### src/rtl/core/cau_pkg.sv
`timescale 1ns / 1ps
// ----------------------------------------------------------------------------
// Complex arithmetic unit package
// Shared widths, request and response types, and the saturation helper.
// ----------------------------------------------------------------------------
package cau_pkg;

  localparam int DATA_WIDTH = 32;
  localparam int FRAC_BITS  = 16;

  // Width of one full product.
  localparam int PW = 2 * DATA_WIDTH;
  // Width of the scaled dividend magnitude.
  localparam int NW = 2 * DATA_WIDTH + 1 + FRAC_BITS;
  // Signed working width that holds every intermediate result.
  localparam int SW = NW + 1;
  localparam int CW = $clog2(NW + 1);

  localparam int QDEPTH = 4;
  localparam int QPW    = $clog2(QDEPTH);

  localparam logic [2:0] OP_ADD = 3'd0;
  localparam logic [2:0] OP_SUB = 3'd1;
  localparam logic [2:0] OP_MUL = 3'd2;
  localparam logic [2:0] OP_DIV = 3'd3;
  localparam logic [2:0] OP_INC = 3'd4;

  typedef enum logic [2:0] {
    CL_ADD,
    CL_SUB,
    CL_MUL,
    CL_DIV,
    CL_DIVZ,
    CL_INC,
    CL_NONE
  } cls_t;

  typedef struct packed {
    logic [2:0]                   req_type;
    logic signed [DATA_WIDTH-1:0] a_real;
    logic signed [DATA_WIDTH-1:0] a_imag;
    logic signed [DATA_WIDTH-1:0] b_real;
    logic signed [DATA_WIDTH-1:0] b_imag;
  } req_t;

  typedef struct packed {
    logic signed [DATA_WIDTH-1:0] res_real;
    logic signed [DATA_WIDTH-1:0] res_imag;
    logic                         overflow;
    logic                         div_by_zero;
  } rsp_t;

  typedef struct packed {
    cls_t                         cls;
    logic signed [DATA_WIDTH-1:0] ar;
    logic signed [DATA_WIDTH-1:0] ai;
    logic signed [DATA_WIDTH-1:0] br;
    logic signed [DATA_WIDTH-1:0] bi;
  } qent_t;

  typedef struct packed {
    logic [NW-1:0] mag_re;
    logic [NW-1:0] mag_im;
    logic          neg_re;
    logic          neg_im;
    logic [PW-1:0] den;
  } div_cmd_t;

  typedef struct packed {
    logic signed [DATA_WIDTH-1:0] val;
    logic                         ov;
  } sat_t;

  // 1.0 in the fixed-point format, one bit wider than a data word.
  localparam logic [DATA_WIDTH:0] ONE_FIX =
    {{(DATA_WIDTH - FRAC_BITS){1'b0}}, 1'b1, {FRAC_BITS{1'b0}}};

  // Clamp a wide signed value to the data word range.
  function automatic sat_t saturate(input logic signed [SW-1:0] v);
    sat_t s;
    logic fits;
    fits = (v[SW-1:DATA_WIDTH-1] == '0) || (v[SW-1:DATA_WIDTH-1] == '1);
    if (fits) begin
      s.val = v[DATA_WIDTH-1:0];
      s.ov  = 1'b0;
    end else begin
      s.val = v[SW-1] ? {1'b1, {(DATA_WIDTH-1){1'b0}}}
                      : {1'b0, {(DATA_WIDTH-1){1'b1}}};
      s.ov  = 1'b1;
    end
    return s;
  endfunction

endpackage

### src/rtl/core/cau_front.sv
`timescale 1ns / 1ps
// ----------------------------------------------------------------------------
// Complex arithmetic unit front end
// Accepts requests, classifies the operation and queues them for the back end.
// ----------------------------------------------------------------------------
module cau_front (
  input  logic          clk,
  input  logic          rst,
  input  logic          start,
  output logic          busy,
  input  cau_pkg::req_t req,
  output cau_pkg::qent_t head,
  output logic          head_valid,
  input  logic          pop
);
  import cau_pkg::*;

  qent_t          entries [QDEPTH];
  logic [QPW-1:0] rd_ptr;
  logic [QPW-1:0] wr_ptr;
  logic [QPW:0]   count;
  logic           push;
  qent_t          ent_in;

  always_comb begin
    ent_in.ar = req.a_real;
    ent_in.ai = req.a_imag;
    ent_in.br = req.b_real;
    ent_in.bi = req.b_imag;
    unique case (req.req_type)
      OP_ADD:  ent_in.cls = CL_ADD;
      OP_SUB:  ent_in.cls = CL_SUB;
      OP_MUL:  ent_in.cls = CL_MUL;
      OP_DIV:  ent_in.cls = (req.b_real == '0 && req.b_imag == '0) ? CL_DIVZ : CL_DIV;
      OP_INC:  ent_in.cls = CL_INC;
      default: ent_in.cls = CL_NONE;
    endcase
  end

  assign busy       = (count == (QPW+1)'(QDEPTH));
  assign push       = start && !busy;
  assign head_valid = (count != '0);
  assign head       = entries[rd_ptr];

  always_ff @(posedge clk) begin
    if (push) begin
      entries[wr_ptr] <= ent_in;
    end
  end

  always_ff @(posedge clk) begin
    if (rst) begin
      rd_ptr <= '0;
      wr_ptr <= '0;
      count  <= '0;
    end else begin
      if (push) begin
        wr_ptr <= wr_ptr + 1'b1;
      end
      if (pop) begin
        rd_ptr <= rd_ptr + 1'b1;
      end
      count <= count + (QPW+1)'(push) - (QPW+1)'(pop);
    end
  end

endmodule

### config.mk
export PLATFORM = sky130hd
export DESIGN_NAME = cau_front
export DESIGN_NICKNAME = d
export VERILOG_FILES = /design/src/rtl/core/cau_pkg.sv /design/src/rtl/core/cau_front.sv
export SDC_FILE = /design/constraint.sdc
export NUM_CORES = 1
export LEC_CHECK = 0
export BUFFER_PORTS_ARGS = -buffer_cell sky130_fd_sc_hd__buf_4
export CORE_MARGIN = 3
export CORE_UTILIZATION = 57
export CTS_CLUSTER_SIZE = 14
export DETAILED_ROUTE_END_ITERATION = 7
export PLACE_DENSITY = 0.79
export SYNTH_ARGS = -nofsm -noshare
export SYNTH_HDL_FRONTEND = slang
export SYNTH_SLANG_ARGS = --single-unit
### constraint.sdc
create_clock -name clk -period 5.2 [get_ports clk]
set_input_delay 0.52 -clock clk [delete_from_list [all_inputs] [get_ports clk]]
set_output_delay 0.52 -clock clk [all_outputs]
set_load 0.03 [all_outputs]
After elaboration in Yosys (flattened, before gate mapping):

Memories as Yosys holds them, arrays and structs flattened. A register that Yosys moved wholly into a read port is not among the register bits.
Cells that the tools add are included.

* register bits: 7
* RAM bits: 524
* input port bits: 135
* output and inout bits: 133
* memories kept: 1

* add/sub/neg operators: 4
* eq/ne operators: 5
* mux-type cells: 6
* reduce and logical (&&, ||, !) cells: 7

Memory list
* entries: depth 4, bits a word 131, read ports 1, clocked after Yosys merged registers in 1, wr ports 1, RTL line cau_front.sv:18 `qent_t entries [QDEPTH];`

Operators with widths (number)
* 32-bit zero test: 2
* 3-bit case mux with 5 select lines: 1
* 3-bit by 2-bit equality test with 1-bit output (second input constant): 2
* 3-bit equality test (second input constant): 2
* 2-bit by 1-bit adder with 2-bit output (second input constant): 2
* 2-bit 2-to-1 mux: 2
* 3-bit by 1-bit adder with 3-bit output: 1
* 3-bit by 1-bit equality test with 1-bit output (second input constant): 1
* 3-bit zero test: 1
* 3-bit 2-to-1 mux: 1
* 3-bit nonzero test: 1
* 3-bit by 1-bit subtractor with 3-bit output: 1
* 1-bit logical AND: 2
* 1-bit 2-to-1 mux: 2
* 1-bit zero test: 1

Logic depth before layout (Yosys ltp):

* word-level depth: 5
* gate-level depth with buffers: 12
* gate-level depth less buffers: 11

Worst setup path after synthesis:

No wires, ideal clock.

* path kind: register -> register
* from: register count[1]
* to: memory entries[1][0] in the netlist's numbering, enable pin
* setup time: 0.506 ns
* arrival time: 3.974 ns
* required time: 4.694 ns
* path slack: 0.720 ns
* cell stages (with the launch flop): 5
* path buffers: 1
* clock period less this slack: 4.480 ns
* cells stage by stage: dfxtp_1 nor3b_1 nor2b_1 clkbuf_1 and2_1

* cells in the longest elaborated chain, start to end: 5

RTL lines
* start, declared: RTL line cau_front.sv:21 `logic [QPW:0] count;`
* start signal, assigned: RTL line cau_front.sv:63 `count <= count + (QPW+1)'(push) - (QPW+1)'(pop);`
* 3-bit equality test: RTL line cau_front.sv:40 `assign busy = (count == (QPW+1)'(QDEPTH));`
* named net busy: RTL line cau_front.sv:10 `output logic busy,`
* 1-bit zero test: RTL line cau_front.sv:41 `assign push = start && !busy;`
* 1-bit logical AND: RTL line cau_front.sv:41
* 1-bit 2-to-1 mux: RTL line cau_front.sv:46 `if (push) begin`
* 1-bit 2-to-1 mux (not written as such): RTL line cau_front.sv:47 `entries[wr_ptr] <= ent_in;`
* end, declared: RTL line cau_front.sv:18

The timed path passes the listed nets, and every way through them passes these cells.

==> summary.txt <==
Run status
  • Status: complete, no violations

Global route
  • Global-route wire length before repair: 58000 µm
  • Grt met3 use: 6.05%
  • GR met1 Demand/Resource: 29.6%
  • Largest net degree at the start of global routing: 111
  • Initial antenna violation count: 0
  • Gr busiest metal: met2
  • Vias in the first global route: 9540
  • Gr ovfl total: 0
  • All-Layer GR Usage: 21.4%
  • Met2 usage: 34.3%

Routing
  • Vias per Instance: 5.77
  • Drt pass-1 iters: 5
  • Vias: 8925
  • Total Routed Length: 38500 µm
  • Number of DRC markers in iteration 0: 720
  • Drt wl/cell: 24.9 µm
  • Post-DRT Antenna Nets: 0
  • Number of remaining DRC errors: 0

Synthesis
  • Synth Register Bits: 533
  • Distinct cells, synth: 25
  • Syn Nets: 899
  • Synth Flop Type: edfxtp_1
  • EDFF count, synth: 524
  • Ys Warns: 0
  • Synth Cell Area: 19500 µm²
  • Syn Inst Count: 757
  • Seq/Total Area, Yosys: 81.5%
  • Synth async-reset ratio: 0%
  • Avg Cell Area, Syn: 25.8 µm²

Clocking
  • Clk buf depth: 3
  • # clock sinks: 533
  • TritonCTS clock tree: yes
  • Post-CTS setup buffer count: 0
  • Hold buffer count at cts: 0
  • Clk_lat worst skew: 550 ps
  • Clock-pin slew on the worst setup and hold paths: 60 ps
  • Number of gates resized after CTS: 0
  • TritonCTS buffer count: 51
  • H-tree levels: 2
  • CTS Root Cell: clkbuf_16

STA
  • Worst Clk Skew: 9.95 ps
  • Slew Limit Fails: 0
  • Hold violation count in the final report: 0
  • RSZ-0062 raised after global routing: false
  • Least-Margin Pin Slew: 930 ps
  • Slew HR: 38.0%
  • Setup_tns: 0 ps
  • Fmax: 0.297 GHz
  • Final worst slack: 1840 ps
  • Fin crit share: 64.7%
  • Setup violators final: 0
  • Period minus WS final: 3360 ps

Critical path
  • Number of cells on the critical path: 3
  • CP dominant cell by count: buf_4
  • CP max FO: 44
  • Crit path max-delay family: flip-flops
  • Startpoint Class: register
  • Cells along the critical path: buf_4 -> mux4_2 -> buf_4
  • Worst EP arrival: 2840 ps
  • Critical path capture point type: output port
  • Worst R2R End: entries[3][82]
  • CP bufs+invs: 2
  • R2r startpoint: count[1]
  • R2R setup slack: 2490 ps
  • Worst path max stage delay: 930 ps
  • Slowest-stage cell, CP: dfxtp_4
  • Destination of the critical timing path: head[25]
  • Worst Setup Path Type: reg2out
  • Data required time at the worst endpoint: 4680 ps
  • R2R cell count: 4

Final layout
  • Layout Nets: 1200
  • Share of cells above drive strength 1: 44.3%
  • Final instance area: 23600 µm²
  • Area added between synthesis and finish: 20.9%
  • N_diodes: 0
  • Filler cells: 1985
  • Commonest non-fill, non-tap cell in the layout: edfxtp_1
  • Multi-input gate area: 3380 µm²
  • FF+latch area: 15900 µm²
  • Highest-count cells in the layout ignoring fill and taps: edfxtp_1 (524), buf_4 (275), mux4_2 (131)

Power
  • Final Power: 10.7 mW
  • Power density cells: 454 nW/µm²
  • Static Leak: 7.87 nW
  • Peak VDD IR: 0.000334 V

Floorplan
  • IO Count: 268
  • Initial Utilization: 58.1%
  • Die Area: 36500 µm²
  • Core area: 33600 µm²
  • Chip Width: 191 µm
  • Std cell rows: 67
  • Chip height: 191 µm

Job
  • Max-cap viol count: 0

Hold path
  • Class of the tightest hold or removal check: in2reg
  • Hold_sp: req[73]

Placement
  • Pre-CTS WS: 2320 ps
  • GP Congestion: 0.731
  • IO buf count: 267
  • Area post-placement: 22000 µm²
  • DP HPWL: 23600 µm
==> layout make-up <==
class,count,area share (%)
Clock buffer,74,6.12
Clock inverter,19,0.482
Inverter,5,0.0795
Multi-Input combinational cell,187,14.3
Sequential cell,533,67.4
Tap cell,448,2.37
Timing Repair Buffer,280,9.17
==> per-layer routing <==
layer | vias to the layer above | share of wire [%]
li1 | 3875 | -
met1 | 4680 | 39
met2 | 321 | 50
met3 | 49 | 8.6
met4 | 0 | 1.8
met5 | - | 0
==> registers in the layout (all words and copies together) (netlist names), named ones only <==
signal / cells
entries: 524
wr_ptr: 2
count: 3
rd_ptr: 2
==> how the worst min path moves through the flow <==
stage | depth (start not counted) | to
floorplan | 2 | register
global placement | 2 | register
detailed placement | 2 | register
CTS | 1 | entries[1][68]
global route | 1 | entries[3][93]
finish | 1 | entries[0][73]
==> worst reg2reg max path, delay by kind of cell, from the launching register on <==
family	cells	cell delay [ps]
flops	1	430
buf+inv	1	550
simple gates	3	1380
==> cell usage after synthesis, types with 4 or more instances <==
library cell    n  area, µm²
nor4_1         15       93.8
mux4_2        131       2950
ha_1            6       75.1
clkbuf_1        5       18.8
nand4_1         4       25.0
edfxtp_1      524      15700
buf_6          10        113
dfxtp_1         9        180
nor2_1          7       26.3
xnor2_1         4       35.0
and2_1          4       25.0
buf_2          15       75.1
inv_1           5       18.8
==> report_power, final <==
part | total [mW] | internal [mW] | switching (mW) | leakage (nW)
Combinational | 1.94 | 0.757 | 1.18 | 2.24
Clock | 3.43 | 1.97 | 1.46 | 0.758
Sequential | 5.36 | 5.23 | 0.131 | 4.87
Total | 10.7 | 7.96 | 2.77 | 7.87
==> logic make-up (layout without fill, tap and decap cells) <==
family / after synthesis / after routing / synth area share (%)
flops: 533 / 533 / 81.5
mux: 133 / 133 / 15.2
simple gates: 38 / 38 / 1.17
buf+inv: 37 / 378 / 1.23
fa+ha+maj: 7 / 7 / 0.487
xor+xnor: 6 / 6 / 0.269
compound gates: 3 / 3 / 0.128
==> through the flow <==
| step | util, % | hold slack (ps) | instances |
|---|---|---|---|
| 2_1_floorplan | - | 485 | 757 |
| 3_3_place_gp | 65.6 | 505 | 1453 |
| 3_5_place_dp | 65.6 | 535 | 1453 |
| 4_1_cts | 70.2 | 138 | 1546 |
| 5_1_grt | 70.2 | 138 | 1546 |
| 6_report | 70.2 | 165 | 1546 |
Power figures use the tool's default switching activity.
